[src/infix_integer_expression_evaluator_macros.svh]
// ----------------------------------------------------------------------------
// Assertion macros for the infix integer expression evaluator.
// Each macro expects signals named clk and rst_n in the using module.
// ----------------------------------------------------------------------------
`ifndef INFIX_INTEGER_EXPRESSION_EVALUATOR_MACROS_SVH
`define INFIX_INTEGER_EXPRESSION_EVALUATOR_MACROS_SVH

// The consequent must hold in the same cycle as the antecedent.
`define IIEE_ASSERT_NOW(label, ante, cons, msg) \
  label: assert property (@(posedge clk) disable iff (!rst_n) (ante) |-> (cons)) \
    else $error(msg);

// The consequent must hold in the cycle after the antecedent.
`define IIEE_ASSERT_NEXT(label, ante, cons, msg) \
  label: assert property (@(posedge clk) disable iff (!rst_n) (ante) |=> (cons)) \
    else $error(msg);

`endif

[src/iiee_pkg.sv]
`timescale 1ns / 1ps
// ----------------------------------------------------------------------------
// iiee_pkg
// Types and character codes for the infix integer expression evaluator.
// ----------------------------------------------------------------------------
package iiee_pkg;

  // Characters the parser recognizes.
  localparam logic [7:0] CH_NUL   = 8'h00;
  localparam logic [7:0] CH_SPACE = 8'h20;
  localparam logic [7:0] CH_MUL   = 8'h2A;
  localparam logic [7:0] CH_ADD   = 8'h2B;
  localparam logic [7:0] CH_SUB   = 8'h2D;
  localparam logic [7:0] CH_DIV   = 8'h2F;
  localparam logic [7:0] CH_ZERO  = 8'h30;
  localparam logic [7:0] CH_NINE  = 8'h39;

  // Parse position within the expression.
  typedef enum logic [2:0] {
    PH_FIRST   = 3'd0,
    PH_OPERAND = 3'd1,
    PH_NEG     = 3'd2,
    PH_DIGITS  = 3'd3,
    PH_OPER    = 3'd4,
    PH_IGNORE  = 3'd5
  } phase_t;

  // Result status codes.
  typedef enum logic [1:0] {
    ST_OK     = 2'd0,
    ST_EMPTY  = 2'd1,
    ST_SYNTAX = 2'd2,
    ST_DIV0   = 2'd3
  } status_t;

  // Pending multiplicative operator.
  typedef enum logic [1:0] {
    OP_NONE = 2'd0,
    OP_MUL  = 2'd1,
    OP_DIV  = 2'd2
  } term_op_t;

  // Sequencer states.
  typedef enum logic [2:0] {
    S_IDLE = 3'd0,
    S_PROC = 3'd1,
    S_MUL  = 3'd2,
    S_DIV  = 3'd3,
    S_DFIX = 3'd4
  } state_t;

endpackage

[src/infix_integer_expression_evaluator.sv]
`timescale 1ns / 1ps
// ----------------------------------------------------------------------------
// infix_integer_expression_evaluator
// Evaluates an infix integer expression fed one character per beat.
// ----------------------------------------------------------------------------
// Usage: the input channel (in_valid, in_stall, in_ch) carries one ASCII
// character per beat. Byte 0 closes the expression, and exactly one result
// beat (out_value, out_status) follows on the output channel; other
// characters give no result. Multiplication and division bind tighter than
// addition and subtraction, each operand may carry one unary minus, spaces
// are skipped and arithmetic wraps at VALUE_WIDTH bits.
// Timing: a character is taken in one cycle and handled in the next. The
// character that ends a literal also folds it into the current term: directly
// without a pending operator, through the S_MUL steps after '*' and through
// the S_DIV steps and S_DFIX after '/'. The one shift-and-add/subtract unit
// steps one bit per cycle. The end byte's result beat is registered when the
// byte is handled (after the fold above), once the output register is free.
// A waiting result sits in an output register, and further characters are
// still taken; only the next end byte waits for the receiver to drain it.
// Reset (synchronous, active low) clears the parse state and drops any
// pending result.
// ----------------------------------------------------------------------------
module infix_integer_expression_evaluator #(
  parameter int VALUE_WIDTH = 32
) (
  input  logic               clk,
  input  logic               rst_n,
  // Character input channel.
  input  logic               in_valid,
  output logic               in_stall,
  input  logic [7:0]         in_ch,
  // Result output channel.
  output logic               out_valid,
  input  logic               out_stall,
  output logic signed [31:0] out_value,
  output logic [1:0]         out_status
);

  `include "infix_integer_expression_evaluator_macros.svh"

  localparam int W  = VALUE_WIDTH;
  localparam int CW = $clog2(VALUE_WIDTH);

  // Sequencer and parse state.
  iiee_pkg::state_t   state_r,   state_nxt;
  iiee_pkg::phase_t   phase_r,   phase_nxt;
  iiee_pkg::status_t  err_r,     err_nxt;
  iiee_pkg::term_op_t top_r,     top_nxt;

  // Expression accumulators.
  logic [W-1:0] sum_r,  sum_nxt;
  logic         sub_r,  sub_nxt;
  logic [W-1:0] term_r, term_nxt;
  logic [W-1:0] num_r,  num_nxt;
  logic         neg_r,  neg_nxt;

  // Captured character.
  logic [7:0] ch_r, ch_nxt;

  // Iterative unit operands. In multiply, opa holds the multiplicand, opb the
  // multiplier and acc the partial product. In divide, opa holds the divisor,
  // opb the dividend shifting out as quotient bits shift in, acc the remainder.
  logic [W-1:0]  opa_r, opa_nxt;
  logic [W-1:0]  opb_r, opb_nxt;
  logic [W-1:0]  acc_r, acc_nxt;
  logic          qneg_r, qneg_nxt;
  logic [CW-1:0] cnt_r, cnt_nxt;

  // Output register.
  logic                 out_valid_r, out_valid_nxt;
  logic [31:0]          out_value_r, out_value_nxt;
  iiee_pkg::status_t    out_status_r, out_status_nxt;

  // Shared adder/subtractor.
  logic [W:0]   alu_a, alu_b;
  logic         alu_sub;
  logic [W+1:0] alu_res;

  // Helper values.
  logic [W-1:0] total;
  logic [W-1:0] opnd;
  logic [W-1:0] opnd_mag;
  logic [W-1:0] term_mag;
  logic         is_digit;
  logic         out_free;
  logic         div_ge;

  always_comb begin
    alu_a   = '0;
    alu_b   = '0;
    alu_sub = 1'b0;
    unique case (state_r)
      iiee_pkg::S_MUL: begin
        alu_a = {1'b0, acc_r[W-2:0], 1'b0};
        alu_b = opb_r[W-1] ? {1'b0, opa_r} : '0;
      end
      iiee_pkg::S_DIV: begin
        alu_a   = {acc_r, opb_r[W-1]};
        alu_b   = {1'b0, opa_r};
        alu_sub = 1'b1;
      end
      default: begin
        alu_a   = '0;
        alu_b   = '0;
        alu_sub = 1'b0;
      end
    endcase
  end

  // For a subtraction the top bit is the carry out, high when a >= b.
  assign alu_res = {1'b0, alu_a} + {1'b0, (alu_sub ? ~alu_b : alu_b)}
                 + (W+2)'(alu_sub);
  assign div_ge  = alu_res[W+1];

  assign total    = sub_r ? (sum_r - term_r) : (sum_r + term_r);
  assign opnd     = neg_r ? (W'(0) - num_r) : num_r;
  assign opnd_mag = opnd[W-1] ? (W'(0) - opnd) : opnd;
  assign term_mag = term_r[W-1] ? (W'(0) - term_r) : term_r;
  assign is_digit = (ch_r >= iiee_pkg::CH_ZERO) && (ch_r <= iiee_pkg::CH_NINE);
  assign out_free = !out_valid_r || !out_stall;

  always_comb begin
    logic fold_go;
    logic fold_done;
    logic clear_all;

    fold_go   = 1'b0;
    fold_done = 1'b0;
    clear_all = 1'b0;

    state_nxt      = state_r;
    phase_nxt      = phase_r;
    err_nxt        = err_r;
    top_nxt        = top_r;
    sum_nxt        = sum_r;
    sub_nxt        = sub_r;
    term_nxt       = term_r;
    num_nxt        = num_r;
    neg_nxt        = neg_r;
    ch_nxt         = ch_r;
    opa_nxt        = opa_r;
    opb_nxt        = opb_r;
    acc_nxt        = acc_r;
    qneg_nxt       = qneg_r;
    cnt_nxt        = cnt_r;
    out_valid_nxt  = out_valid_r && out_stall;
    out_value_nxt  = out_value_r;
    out_status_nxt = out_status_r;

    unique case (state_r)
      iiee_pkg::S_IDLE: begin
        if (in_valid) begin
          ch_nxt    = in_ch;
          state_nxt = iiee_pkg::S_PROC;
        end
      end

      iiee_pkg::S_PROC: begin
        if (ch_r == iiee_pkg::CH_NUL) begin
          // A literal still open is folded first; this state then runs again.
          if (err_r == iiee_pkg::ST_OK && phase_r == iiee_pkg::PH_DIGITS) begin
            fold_go = 1'b1;
          end else if (out_free) begin
            out_valid_nxt = 1'b1;
            out_value_nxt = '0;
            if (err_r != iiee_pkg::ST_OK) begin
              out_status_nxt = err_r;
            end else if (phase_r == iiee_pkg::PH_FIRST) begin
              out_status_nxt = iiee_pkg::ST_EMPTY;
            end else if (phase_r == iiee_pkg::PH_OPERAND ||
                         phase_r == iiee_pkg::PH_NEG) begin
              out_status_nxt = iiee_pkg::ST_SYNTAX;
            end else begin
              out_status_nxt = iiee_pkg::ST_OK;
              out_value_nxt  = 32'(total);
            end
            clear_all = 1'b1;
            state_nxt = iiee_pkg::S_IDLE;
          end
        end else if (err_r != iiee_pkg::ST_OK || phase_r == iiee_pkg::PH_IGNORE) begin
          state_nxt = iiee_pkg::S_IDLE;
        end else if (phase_r == iiee_pkg::PH_DIGITS) begin
          if (is_digit) begin
            num_nxt   = (num_r << 3) + (num_r << 1) + W'(ch_r[3:0]);
            state_nxt = iiee_pkg::S_IDLE;
          end else begin
            fold_go = 1'b1;
          end
        end else if (phase_r == iiee_pkg::PH_OPER) begin
          state_nxt = iiee_pkg::S_IDLE;
          if (ch_r == iiee_pkg::CH_SPACE) begin
            state_nxt = iiee_pkg::S_IDLE;
          end else if (ch_r == iiee_pkg::CH_MUL || ch_r == iiee_pkg::CH_DIV) begin
            top_nxt   = (ch_r == iiee_pkg::CH_MUL) ? iiee_pkg::OP_MUL : iiee_pkg::OP_DIV;
            phase_nxt = iiee_pkg::PH_OPERAND;
          end else if (ch_r == iiee_pkg::CH_ADD || ch_r == iiee_pkg::CH_SUB) begin
            sum_nxt   = total;
            sub_nxt   = (ch_r == iiee_pkg::CH_SUB);
            term_nxt  = '0;
            top_nxt   = iiee_pkg::OP_NONE;
            phase_nxt = iiee_pkg::PH_OPERAND;
          end else if (is_digit) begin
            phase_nxt = iiee_pkg::PH_IGNORE;
          end else begin
            err_nxt = iiee_pkg::ST_SYNTAX;
          end
        end else begin
          // An operand is due.
          state_nxt = iiee_pkg::S_IDLE;
          if (ch_r == iiee_pkg::CH_SPACE) begin
            state_nxt = iiee_pkg::S_IDLE;
          end else if (is_digit) begin
            num_nxt   = W'(ch_r[3:0]);
            phase_nxt = iiee_pkg::PH_DIGITS;
          end else if (ch_r == iiee_pkg::CH_SUB && phase_r != iiee_pkg::PH_NEG) begin
            neg_nxt   = 1'b1;
            phase_nxt = iiee_pkg::PH_NEG;
          end else begin
            err_nxt = iiee_pkg::ST_SYNTAX;
          end
        end

        if (fold_go) begin
          case (top_r)
            iiee_pkg::OP_MUL: begin
              opa_nxt   = term_r;
              opb_nxt   = opnd;
              acc_nxt   = '0;
              cnt_nxt   = CW'(W - 1);
              state_nxt = iiee_pkg::S_MUL;
            end
            iiee_pkg::OP_DIV: begin
              if (opnd == '0) begin
                err_nxt   = iiee_pkg::ST_DIV0;
                fold_done = 1'b1;
              end else begin
                opa_nxt   = opnd_mag;
                opb_nxt   = term_mag;
                acc_nxt   = '0;
                qneg_nxt  = term_r[W-1] ^ opnd[W-1];
                cnt_nxt   = CW'(W - 1);
                state_nxt = iiee_pkg::S_DIV;
              end
            end
            default: begin
              term_nxt  = opnd;
              fold_done = 1'b1;
            end
          endcase
        end
      end

      iiee_pkg::S_MUL: begin
        acc_nxt = alu_res[W-1:0];
        opb_nxt = opb_r << 1;
        if (cnt_r == '0) begin
          term_nxt  = alu_res[W-1:0];
          fold_done = 1'b1;
        end else begin
          cnt_nxt = cnt_r - 1'b1;
        end
      end

      iiee_pkg::S_DIV: begin
        acc_nxt = div_ge ? alu_res[W-1:0] : {acc_r[W-2:0], opb_r[W-1]};
        opb_nxt = {opb_r[W-2:0], div_ge};
        if (cnt_r == '0) begin
          state_nxt = iiee_pkg::S_DFIX;
        end else begin
          cnt_nxt = cnt_r - 1'b1;
        end
      end

      iiee_pkg::S_DFIX: begin
        term_nxt  = qneg_r ? (W'(0) - opb_r) : opb_r;
        fold_done = 1'b1;
      end

      default: begin
        state_nxt = iiee_pkg::S_IDLE;
      end
    endcase

    // The literal is folded; the pending character is handled again.
    if (fold_done) begin
      num_nxt   = '0;
      neg_nxt   = 1'b0;
      top_nxt   = iiee_pkg::OP_NONE;
      phase_nxt = iiee_pkg::PH_OPER;
      state_nxt = iiee_pkg::S_PROC;
    end

    if (clear_all) begin
      sum_nxt   = '0;
      sub_nxt   = 1'b0;
      term_nxt  = '0;
      top_nxt   = iiee_pkg::OP_NONE;
      num_nxt   = '0;
      neg_nxt   = 1'b0;
      phase_nxt = iiee_pkg::PH_FIRST;
      err_nxt   = iiee_pkg::ST_OK;
    end
  end

  always_ff @(posedge clk) begin
    if (!rst_n) begin
      state_r     <= iiee_pkg::S_IDLE;
      phase_r     <= iiee_pkg::PH_FIRST;
      err_r       <= iiee_pkg::ST_OK;
      top_r       <= iiee_pkg::OP_NONE;
      sum_r       <= '0;
      sub_r       <= 1'b0;
      term_r      <= '0;
      num_r       <= '0;
      neg_r       <= 1'b0;
      cnt_r       <= '0;
      out_valid_r <= 1'b0;
    end else begin
      state_r     <= state_nxt;
      phase_r     <= phase_nxt;
      err_r       <= err_nxt;
      top_r       <= top_nxt;
      sum_r       <= sum_nxt;
      sub_r       <= sub_nxt;
      term_r      <= term_nxt;
      num_r       <= num_nxt;
      neg_r       <= neg_nxt;
      cnt_r       <= cnt_nxt;
      out_valid_r <= out_valid_nxt;
    end
  end

  always_ff @(posedge clk) begin
    ch_r         <= ch_nxt;
    opa_r        <= opa_nxt;
    opb_r        <= opb_nxt;
    acc_r        <= acc_nxt;
    qneg_r       <= qneg_nxt;
    out_value_r  <= out_value_nxt;
    out_status_r <= out_status_nxt;
  end

  assign in_stall   = (state_r != iiee_pkg::S_IDLE);
  assign out_valid  = out_valid_r;
  assign out_value  = out_value_r;
  assign out_status = out_status_r;

  // A result that reports a problem never carries a value.
  `IIEE_ASSERT_NOW(a_err_value_zero,
    out_valid_r && out_status_r != iiee_pkg::ST_OK, out_value_r == 32'd0,
    "error result with nonzero value")

  // The iterative unit only runs while no error is latched.
  `IIEE_ASSERT_NOW(a_unit_no_err,
    state_r == iiee_pkg::S_MUL || state_r == iiee_pkg::S_DIV, err_r == iiee_pkg::ST_OK,
    "iterative unit running with an error latched")

  // A zero divisor is caught before the divider starts.
  `IIEE_ASSERT_NOW(a_div_nonzero,
    state_r == iiee_pkg::S_DIV, opa_r != '0,
    "divider running with a zero divisor")

  // A new result appears only after the end byte is handled.
  `IIEE_ASSERT_NOW(a_result_source,
    $rose(out_valid_r), $past(state_r) == iiee_pkg::S_PROC && $past(ch_r) == iiee_pkg::CH_NUL,
    "result raised outside end byte handling")

  // An accepted character is handled in the following cycle.
  `IIEE_ASSERT_NEXT(a_accept_proc,
    in_valid && !in_stall, state_r == iiee_pkg::S_PROC,
    "accepted character not handled next cycle")

endmodule

[config.mk]
export PLATFORM = sky130hd
export DESIGN_NAME = infix_integer_expression_evaluator
export DESIGN_NICKNAME = d
export VERILOG_FILES = /design/src/iiee_pkg.sv /design/src/infix_integer_expression_evaluator.sv
export VERILOG_INCLUDE_DIRS = /design/src /design/src/src
export SDC_FILE = /design/constraint.sdc
export NUM_CORES = 1
export LEC_CHECK = 0
export BUFFER_PORTS_ARGS = -buffer_cell sky130_fd_sc_hd__buf_2
export CORE_AREA = 10 10 297 299
export CTS_CLUSTER_DIAMETER = 30
export DETAILED_ROUTE_END_ITERATION = 8
export DIE_AREA = 0 0 307 309
export PLACE_DENSITY_LB_ADDON = 0.05
export SLEW_MARGIN = 20
export SYNTH_ARGS = -nofsm -noshare
export SYNTH_HDL_FRONTEND = slang
export SYNTH_SLANG_ARGS = --single-unit
[constraint.sdc]
create_clock -name clk -period 10 [get_ports clk]
set_clock_uncertainty 0.05 [all_clocks]
set_input_delay 0.5 -clock clk [delete_from_list [all_inputs] [get_ports clk]]
set_output_delay 0.5 -clock clk [all_outputs]
set_load 0.02 [all_outputs]
**Word-level counts from Yosys, hierarchy flattened**

Cells that the tools add are included.

- Register bits: 253
- Bits of input ports: 12

- Add/subtract/negate cells: 11
- Magnitude comparators: 2
- Equality and inequality tests: 37
- Mux-type cells: 107
- Bitwise logic cells: 13
- Reduce and logical (&&, ||, !) cells: 50

Operator list:

| operator | count |
|---|---|
| $mux 32 | 27 |
| $pmux 32 s3 | 3 |
| $pmux 32 s2 | 4 |
| $sub 1x32->32 const A | 4 |
| $mux 3 | 23 |
| $pmux 33 s2 | 1 |
| $add 32x32->32 | 2 |
| $eq 8x6->1 const B | 5 |
| $mux 2 | 20 |
| $add 33x33->34 | 1 |
| $add 34x1->34 | 1 |
| $mux 33 | 1 |
| $not 33->33 | 1 |
| $add 32x4->32 | 1 |
| $logic_not 32->1 | 1 |
| $sub 32x32->32 | 1 |
| $reduce_and 7->1 | 4 |
| $pmux 5 s2 | 2 |
| $mux 1 | 19 |
| $ne 2x2->1 const B | 9 |
| $reduce_and 4->1 | 4 |
| $reduce_and 8->1 | 2 |
| $mux 5 | 3 |
| $reduce_bool 3->1 | 5 |
| other kinds (33) | 76 |

**Longest topological paths before layout**

Gate-level depths: netlist of the first run.

- Depth in word-level cells: 13
- Gate-level depth with buffers: 20
- Depth with buffers taken out: 17

**Least setup slack after synthesis of the first run**

OpenSTA, ideal clock, no wires.

- Kind: reg-to-reg
- From: register num_r[0]
- To: register cnt_r[3]
- Library setup time: 0.104 ns
- Data arrival time: 7.358 ns
- Required time: 9.846 ns
- Path slack: 2.488 ns
- Cell stages (with the launch flop): 16
- Clock period less this slack: 7.512 ns
- Cell sequence: dfxtp_1 > clkbuf_1 > inv_1 > ha_1 > buf_2 > or4b_4 > buf_6 > or3_4 > buf_6 > nor3_1 > nor3b_1 > o311ai_2 > nor3_2 > a41oi_1 > nand3_1 > o32ai_1

- Longest elaborated chain between the ends: 5

Ends and longest elaborated chain:

| item | RTL line | text |
|---|---|---|
| start, declared | infix_integer_expression_evaluator.sv:54 | `logic [W-1:0] num_r, num_nxt;` |
| start signal, assigned | infix_integer_expression_evaluator.sv:326 | `num_r <= num_nxt;` |
| $sub 1x32->32 | infix_integer_expression_evaluator.sv:116 | `assign opnd = neg_r ? (W'(0) - num_r) : num_r;` |
| $mux 32 * | infix_integer_expression_evaluator.sv:116 |  |
| $logic_not 32->1 * | infix_integer_expression_evaluator.sv:233 | `if (opnd == '0) begin` |
| $ne 3x3->1 (no source line) * | n/a |  |
| $reduce_and 5->1 (no source line) * | n/a |  |
| end signal, assigned | infix_integer_expression_evaluator.sv:328 | `cnt_r <= cnt_nxt;` |
| end, declared | infix_integer_expression_evaluator.sv:67 | `logic [CW-1:0] cnt_r, cnt_nxt;` |

Mark *: on every way between the ends. The rest lies on a longest branch, timed or not.
A chain may end at the register's enable or synchronous reset.

**Worst setup path after layout of the first run**

- From: register state_r[1]
- To: register acc_r[10] (data pin)

- Longest elaborated chain between the ends: 8
- Elaborated cells between the ends (all ways): 12
- Those cells by class: add/sub (2); eq/ne (3); mux (6); bitwise (1)

Ends and longest elaborated chain:

| item | RTL line | text |
|---|---|---|
| start, declared | infix_integer_expression_evaluator.sv:45 | `iiee_pkg::state_t state_r, state_nxt;` |
| start signal, assigned | infix_integer_expression_evaluator.sv:307 | `state_r <= iiee_pkg::S_IDLE;` |
| start signal, assigned | infix_integer_expression_evaluator.sv:319 | `state_r <= state_nxt;` |
| $eq 3x2->1 | infix_integer_expression_evaluator.sv:92, infix_integer_expression_evaluator.sv:150 |  |
| $pmux 32 s2 | infix_integer_expression_evaluator.sv:92 | `unique case (state_r)` |
| $not 33->33 | infix_integer_expression_evaluator.sv:111 | `assign alu_res = {1'b0, alu_a} + {1'b0, (alu_sub ? ~alu_b : alu_b)}` |
| $mux 33 | infix_integer_expression_evaluator.sv:111 |  |
| $add 33x33->34 | infix_integer_expression_evaluator.sv:111 |  |
| $add 34x1->34 | infix_integer_expression_evaluator.sv:112 | `+ (W+2)'(alu_sub);` |
| $mux 32 | infix_integer_expression_evaluator.sv:265 | `acc_nxt = div_ge ? alu_res[W-1:0] : {acc_r[W-2:0], opb_r[W-1]};` |
| $pmux 32 s3 * | infix_integer_expression_evaluator.sv:150 | `unique case (state_r)` |
| net acc_nxt[10] | infix_integer_expression_evaluator.sv:65 | `logic [W-1:0] acc_r, acc_nxt;` |
| end signal, assigned | infix_integer_expression_evaluator.sv:337 | `acc_r <= acc_nxt;` |
| end, declared | infix_integer_expression_evaluator.sv:65 |  |

The timed path passes the listed nets; every way through them passes the cells marked *.

==> summary.md, run 1 <==
| Metric | Value |
|---|---|
| Arr. time, crit path | 5.77 ns |
| Post-synthesis sequential area ratio | around a third |
| Die span in x | between 300 and 400 um |
| Post-synth top area cell | edfxtp_1 |
| Clock tree from TritonCTS | yes |
| Maximum net fanout on the critical path | 66 |
| Reg clk slew, reported paths | 0.04 ns |
| Post-synth top area share | 20.5% |
| Pleak | around 9.5 nW |
| Unrepaired setup endpoints after global routing | false |
| WS Path Type | reg -> reg |
| CTS max path bufs | 3 |
| IO Count | 48 |
| Worst R2R End | acc_r[10]$_DFFE_PP_ |
| Yosys reg bits | 253 |
| WL/cell | 22.1 um |
| Max-cap violations | 0 |
| Tightest Pin Transition | 1.21 ns |
| Post-synthesis async set-or-reset flop share | 0% |
| Core area | ~82000 um2 |
| Distinct cells, synth | 91 |
| Layout cells sized above 1 | 12.2% |
| Post-route ant nets | 0 |
| Dominant cells by area after synthesis | edfxtp_1, dfxtp_1, ha_1 |
| Post-DP HPWL | 59200 um |
| Gate Count Post-Synth | 2409 |
| Vias after detailed routing | around 18k |
| Pre-CTS WS | between 4 and 5 ns |
| Hold Crit Depth | 3 |
| Sequential Power Share | 28.8% |
| Critical path startpoint | state_r[1]$_SDFFE_PP0P_ |
| Worst hold path type | in -> reg |
| Mapped Area | 20300 um2 |
| Fraction of synthesized area in multiplexers | 3.83% |
| Rel. slew slack | 18.5% |
| Worst setup margin | 4.51 ns |
| Area growth syn-to-layout | 20.5% |
| Worst setup SP type | flop |
| Combinational family with the most area after synthesis | compound AO/OA/AOI/OAI gates |
| Layout Nets | approximately 2.6k |
| Ys Warns | 0 |
| Total negative setup slack | 0 ns |
| Final Cycle Share | 54.9% |
| Remaining DRCs | 0 |
| Largest net degree at the start of global routing | 67 |
| Main synth FF type | edfxtp_1 |
| 1st-iter DRT viols | 1225 |
| DP Area | 21700 um2 |
| FMAX | 182 MHz |
| Initial antenna violation count | 1 |
| RePlAce Congestion | between 0.8 and 0.9 |
| Simple-gate share of the synthesized area | 19.3% |
| Synth Area per Inst | approximately 8.4 um2 |
| Final number of setup-violating endpoints | 0 |
| Int Pwr | 0.00296 W |
| Htree depth | 3 |
| Combinational Power Share | 8.0% |
| Die extent in y | 309 um |
| Buffers on Ports | 47 |
| TritonRoute pass-1 iters | 7 |
| Initial Util | between 20% and 30% |
| Skew-Pair Late Insertion Delay | 0.62 ns |
| First-pass GRT wire length | between 100000 and 150000 um |
| Hold endpoint | cnt_r[1]$_SDFFE_PN0P_ |
| Mapped Nets | between 2k and 3k |
| Net Sw Power | roughly 0.001 W |
| Vias in the first global route | roughly 18k |
| FP Rows | around 110 |
| Max stage delay on crit path | 0.80 ns |
| Tot Pwr | 0.00398 W |
| Clock power frac | around 63% |
| Post-cts sizing count | 0 |
| Most frequent CP cell | buf_4 |
| Clock Sinks | 253 |
| P per Cell Area | 162 nW/um2 |
| R2R cell count | 15 |
| Outcome | finished, final reports clean |
| Worst R2R Start | state_r[1]$_SDFFE_PP0P_ |
| XOR/XNOR Fraction of Synth Area | approximately 11% |
| Diodes inserted | 0 |
| Total wire length | 79300 um |
| Design Area, Final | 24500 um2 |
| Adder-cell area share of the yosys netlist | 8.27% |
| Critical path required time | 10.28 ns |
| R2r setup slk | 4.51 ns |
| Crit. End Element | flop |
| Worst path cell trace | nor2b_4 -> buf_4 -> buf_4 -> and2_1 -> ha_1 -> nand4_1 -> nor4b_1 -> o21ai_0 -> a21o_1 -> a21oi_1 -> or3_1 -> a31oi_4 -> buf_4 -> mux2i_1 -> nor2_1 |
| Grt ovf | 0 |
| Compound-Gate Fraction of Synth Area | 21.7% |
| Die area | 94900 um2 |
| Min-delay src | rst_n |
| Final Hold Vio Count | 0 |
| Fin crit period | 5.49 ns |
| Slew Limit Fails | 0 |
| Vias/cell | 5.15 |
| Worst vdd ir | approximately 0.00013 V |
| CTS Buf Count | 90 |
| GRT Total Usage | 16.5% |
| Root Buffer Master | clkbuf_16 |
| Switching share of power | 25.5% |
| Count of flip-flops with a built-in enable after synthesis | 139 |
| Slowest CP cell | dfxtp_1 |
layout by cell type (no fill, tap or decap), types with 29 or more instances in the layout:
master and instances:
edfxtp_1 139, xor2_1 93, mux2_2 34, ha_1 127, nand3_1 40, buf_4 37
a21oi_1 165, nor3_1 50, and2_1 50, a22oi_1 37, nand2b_1 29, dfxtp_1 112
nand2_1 176, o21ai_0 184, nor2_1 276, a21o_1 35, clkbuf_16 91, mux2i_1 38
inv_1 48, buf_2 47, xnor2_1 162
cells in the mapped netlist (27+ instances only):
master / count
nand2_1: 177
xnor2_1: 162
and3_1: 28
nand2b_1: 29
a31oi_1: 29
and2_1: 50
a22oi_1: 37
a21o_1: 35
dfxtp_1: 114
nand3_1: 40
clkbuf_1: 128
xor2_1: 93
a21oi_1: 166
mux2_2: 34
o21a_1: 27
mux2i_1: 38
inv_1: 48
nor3_1: 50
or3_1: 28
edfxtp_1: 139
nor2_1: 280
o21ai_0: 186
ha_1: 128
cells by family after synthesis:
| logic type | count (synthesis) |
|---|---|
| AND/OR/NAND/NOR | 808 |
| AO/OA/AOI/OAI | 685 |
| XOR/XNOR | 256 |
| flip-flops | 253 |
| buffers and inverters | 202 |
| adder cells (fa/ha/maj) | 132 |
| multiplexers | 73 |
through the flow:
step / hold WS [ns] / cells / util, %
2_1_floorplan: 0.382 / 2409 / -
3_3_place_gp: 0.405 / 3410 / 26.5
3_5_place_dp: 0.405 / 3410 / 26.5
4_1_cts: 0.144 / 3586 / 30.0
5_1_grt: 0.170 / 3586 / 30.0
6_report: 0.188 / 3586 / 30.0
power groups by stage:
stage / sequential [W] / combinational [W] / clock, W
floorplan: 0.00113 / 0.000243 / 0
global placement: 0.00116 / 0.000320 / 0
detailed placement: 0.00116 / 0.000318 / 0
CTS: 0.00115 / 0.000323 / 0.00257
global route: 0.00115 / 0.000356 / 0.00263
finish: 0.00114 / 0.000318 / 0.00252
critical path, delay by kind of cell, from the launching register on:
kind	cells	cell delay, ns
flops	1	0.80
fa+ha+maj	1	0.26
simple gates	6	1.29
mux	1	0.23
compound gates	4	1.00
buf+inv	3	1.46
per-layer routing:
layer,track usage [%],vias to the layer above,wire length [um]
li1,-,8936,-
met5,0,-,0
met2,26.6,456,36200
met1,22.4,8970,37400
met3,2.66,122,3680
met4,5.25,0,2090
cell type report:
cell class	count	area [um2]
well taps	1070	1340
clock buffers	126	2500
inverters	49	184
fillers	8751	57300
clock inverters	42	268
flip-flops and latches	253	6460
repair buffers	92	593
multi-input cells	1954	13200
flip-flops by register name, indices dropped and copies added, names as in the netlist:
| signal | flops |
|---|---|
| num_r | 32 |
| out_value | 32 |
| qneg_r | 1 |
| phase_r | 3 |
| err_r | 2 |
| opb_r | 32 |
| cnt_r | 5 |
| sub_r | 1 |
| ch_r | 8 |
| state_r | 3 |
| acc_r | 32 |
| out_status | 2 |
| neg_r | 1 |
| opa_r | 32 |
| sum_r | 32 |
| top_r | 2 |
| term_r | 32 |
| out_valid | 1 |
timing repair:
item,CTS,global route
buffers inserted,0,0
hold buffers,8,0
endpoints found under the hold margin,8,0
setup endpoints to repair,0,0
worst max-delay path by stage:
stage	to	slack, ns	depth (start not counted)
3_3_place_gp	acc_r[14]$_DFFE_PP_	4.52	14
6_report	acc_r[10]$_DFFE_PP_	4.51	15
4_1_cts	acc_r[9]$_DFFE_PP_	4.44	14
5_1_grt	term_r[28]$_SDFFE_PP0P_	4.02	14
3_5_place_dp	acc_r[9]$_DFFE_PP_	4.44	14
2_1_floorplan	cnt_r[3]$_SDFFE_PN0P_	2.49	15
Power figures use the tool's default switching activity.
==> inputs of run 2 (changes only) <==
Clock period 10 ns to 5.7 ns, I/O delays scaled along.
==> run 2 against run 1 <==
  * Setup slack got worse by 4.0 ns
  * Via count rose by 0.87%
  * Global-route usage fell by 0.15 points
  * Final area rose by 3.0%
  * Power rose by 100%
  * Non-clock buffer count rose by 19
  * Sequential cell count did not move
  * Critical path type unchanged
  * Critical path depth fell by 1
  * Largest power group unchanged
==> summary.md, run 2 (same netlist as run 1, synthesis figures left out) <==
| Metric | Value |
|---|---|
| Outcome | finished, final reports clean (unchanged) |
| 1st-iter DRT viols | 1181 (was 1225) |
| Sequential cell area | 6460 um2 (unchanged) |
| Buffers on Ports | 47 (unchanged) |
| FMAX | 193 MHz (was 182 MHz) |
| DR WL met2 | 36900 um (was 36200 um) |
| Maximum net fanout on the critical path | 10 (was 66) |
| CTS Buf Count | 91 (was 90) |
| Largest delay share family, worst path | simple AND/OR/NAND/NOR gates (was buffers and inverters) |
| Filler cells | 8662 (was 8751) |
| Area of the multi-input gates | 13200 um2 (about the same) |
| Grt ovf | 0 (unchanged) |
| Arr. time, crit path | 5.66 ns (was 5.77 ns) |
| Layout Nets | 2604 (was 2584) |
| Post-DP HPWL | 59500 um (was 59200 um) |
| Final Cycle Share | 90.8% (was 54.9%) |
| CTS max path bufs | 3 (unchanged) |
| Worst hold path type | in -> reg (unchanged) |
| Fin crit period | 5.17 ns (was 5.49 ns) |
| Tot Pwr | 0.00798 W (was 0.00398 W) |
| TritonRoute pass-1 iters | 6 (was 7) |
| FP Rows | 105 (unchanged) |
| Area growth syn-to-layout | 24.1% (was 20.5%) |
| Tightest Pin Transition | 1.26 ns (was 1.21 ns) |
| Remaining DRCs | 0 (unchanged) |
| Clock Sinks | 253 (unchanged) |
| Post-route ant nets | 0 (unchanged) |
| Crit path buf inv count | 0 (was 3) |
| Final Hold Vio Count | 0 (unchanged) |
| Total negative setup slack | 0 ns (unchanged) |
| Most frequent cells in the layout | nor2_1, o21ai_0, nand2_1 (unchanged) |
| Die extent in y | 309 um (unchanged) |
| Worst vdd ir | 0.000225 V (was 0.000132 V) |
| Die area | 94900 um2 (unchanged) |
| Max-cap violations | 0 (unchanged) |
| Unrepaired setup endpoints after global routing | false (unchanged) |
| Initial antenna violation count | 0 (was 1) |
| Total wire length | 78700 um (was 79300 um) |
| Root Buffer Master | clkbuf_16 (unchanged) |
| Worst setup SP type | flop (unchanged) |
| Final number of setup-violating endpoints | 0 (unchanged) |
| Crit. End Element | flop (unchanged) |
| Vias after detailed routing | 18.6k (was 18.5k) |
| Slew Limit Fails | 0 (unchanged) |
| Worst setup margin | 0.525 ns (was 4.51 ns) |
| Slowest CP cell | nor4_2 (was dfxtp_1) |
| First-pass GRT wire length | 119000 um (was 120000 um) |
| Pleak | 9.85 nW (was 9.46 nW) |
| Pre-CTS WS | 0.596 ns (was 4.44 ns) |
| Vias in the first global route | 18.8k (was 18.4k) |
| GRT Total Usage | 16.4% (was 16.5%) |
| Clock tree from TritonCTS | yes (unchanged) |
| Vias/cell | 5.17 (was 5.15) |
| Worst path cell trace | nor4_2 -> nand3_1 -> or4_1 -> nor3_1 -> nand2_1 -> o31ai_1 -> xor2_1 -> ha_1 -> or3_1 -> a311oi_1 -> o41ai_1 -> xor2_1 -> or3_1 -> a21oi_1 (was nor2b_4 -> buf_4 -> buf_4 -> and2_1 -> ha_1 -> nand4_1 -> nor4b_1 -> o21ai_0 -> a21o_1 -> a21oi_1 -> or3_1 -> a31oi_4 -> buf_4 -> mux2i_1 -> nor2_1) |
| Top sig layer | met4 (unchanged) |
| Initial Util | 24.9% (unchanged) |
| Rel. slew slack | 15.3% (was 18.5%) |
| Reg clk slew, reported paths | 0.04 ns (about the same) |
| Largest net degree at the start of global routing | 64 (was 67) |
| Most common cell after layout, fill and taps aside | nor2_1 (unchanged) |
| IO Count | 48 (unchanged) |
| P per Cell Area | 316 nW/um2 (was 162 nW/um2) |
| Core area | 81800 um2 (unchanged) |
| Skew-Pair Late Insertion Delay | 0.61 ns (was 0.62 ns) |
| Metal3 WL | 3830 um (was 3680 um) |
| Die span in x | 307 um (unchanged) |
| RePlAce Congestion | 0.843 (was 0.834) |
| Htree depth | 3 (unchanged) |
| Met1 WL | 35500 um (was 37400 um) |
| Layout cells sized above 1 | 13.5% (was 12.2%) |
| Post-CTS setup buffers | 0 (unchanged) |
| Critical path required time | 6.18 ns (was 10.28 ns) |
| WS Path Type | reg -> reg (unchanged) |
| WL/cell | 21.8 um (was 22.1 um) |
| Max stage delay on crit path | 0.59 ns (was 0.80 ns) |
## run 2: changes by cell type in the layout (fill, tap and decap cells not counted), moves of 3 or more
cell / change
bufinv_16: +20
clkbuf_1: -17
buf_4: +16
clkinv_2: -6
clkbuf_8: +5
nor2_2: -3
## run 2: path summary, 6_finish.rpt
path,start,depth (start not counted),slack [ns],endpoint
max reg2reg,term_r[2]$_SDFFE_PP0P_,14,0.53,sum_r[31]$_SDFFE_PP0P_
min,in_valid,2,0.29,ch_r[3]$_DFFE_PP_
max,term_r[2]$_SDFFE_PP0P_,14,0.53,sum_r[31]$_SDFFE_PP0P_
min reg2reg,sum_r[4]$_SDFFE_PP0P_,2,0.41,sum_r[4]$_SDFFE_PP0P_
## run 2: cell type report
cell class / count / area share [%]
multi-input combinational: 1954 / 52.2
clock inverter: 55 / 3.29
clock buffer: 114 / 9.91
sequential: 253 / 25.6
tap: 1070 / 5.30
inverter: 49 / 0.728
antenna: 1 / 0.00991
timing repair buffer: 111 / 2.98
## run 2: per-layer routing
layer / vias to the layer above / global-route usage [%]
li1: 8957 / -
met1: 9064 / 21.2
met2: 482 / 27.3
met3: 141 / 2.77
met4: 0 / 5.63
met5: - / 0
## run 2: worst register-to-register path, cell delays in order, from the launching register on
cell and delay [ns]:
dfxtp_1 0.42, nor4_2 0.59, nand3_1 0.37, or4_1 0.60, nor3_1 0.41, nand2_1 0.28
o31ai_1 0.30, xor2_1 0.12, ha_1 0.23, or3_1 0.36, a311oi_1 0.46, o41ai_1 0.24
xor2_1 0.20, or3_1 0.33, a21oi_1 0.14
## run 2: timing repair
action,4_1_cts,5_1_grt
resized for setup,0,0
hold endpoints to repair,15,0
hold buffers,10,0
## run 2: through the flow
step / instances / hold WS, ns / utilization (%) / area, um2
2_1_floorplan: 2409 / 0.334 / - / 20400
3_5_place_dp: 3427 / 0.408 / 26.6 / 21800
4_1_cts: 3606 / 0.251 / 30.8 / 25200
3_3_place_gp: 3427 / 0.408 / 26.6 / 21800
5_1_grt: 3606 / 0.283 / 30.9 / 25300
6_report: 3607 / 0.289 / 30.9 / 25300
## run 2: power breakdown
group | leakage, nW | internal [W] | switching [W] | total [W]
Sequential | 2.28 | 0.00194 | 0.0000525 | 0.00200
Clock | 1.65 | 0.00400 | 0.00143 | 0.00543
Combinational | 5.91 | 0.000218 | 0.000338 | 0.000556
Total | 9.85 | 0.00617 | 0.00182 | 0.00798
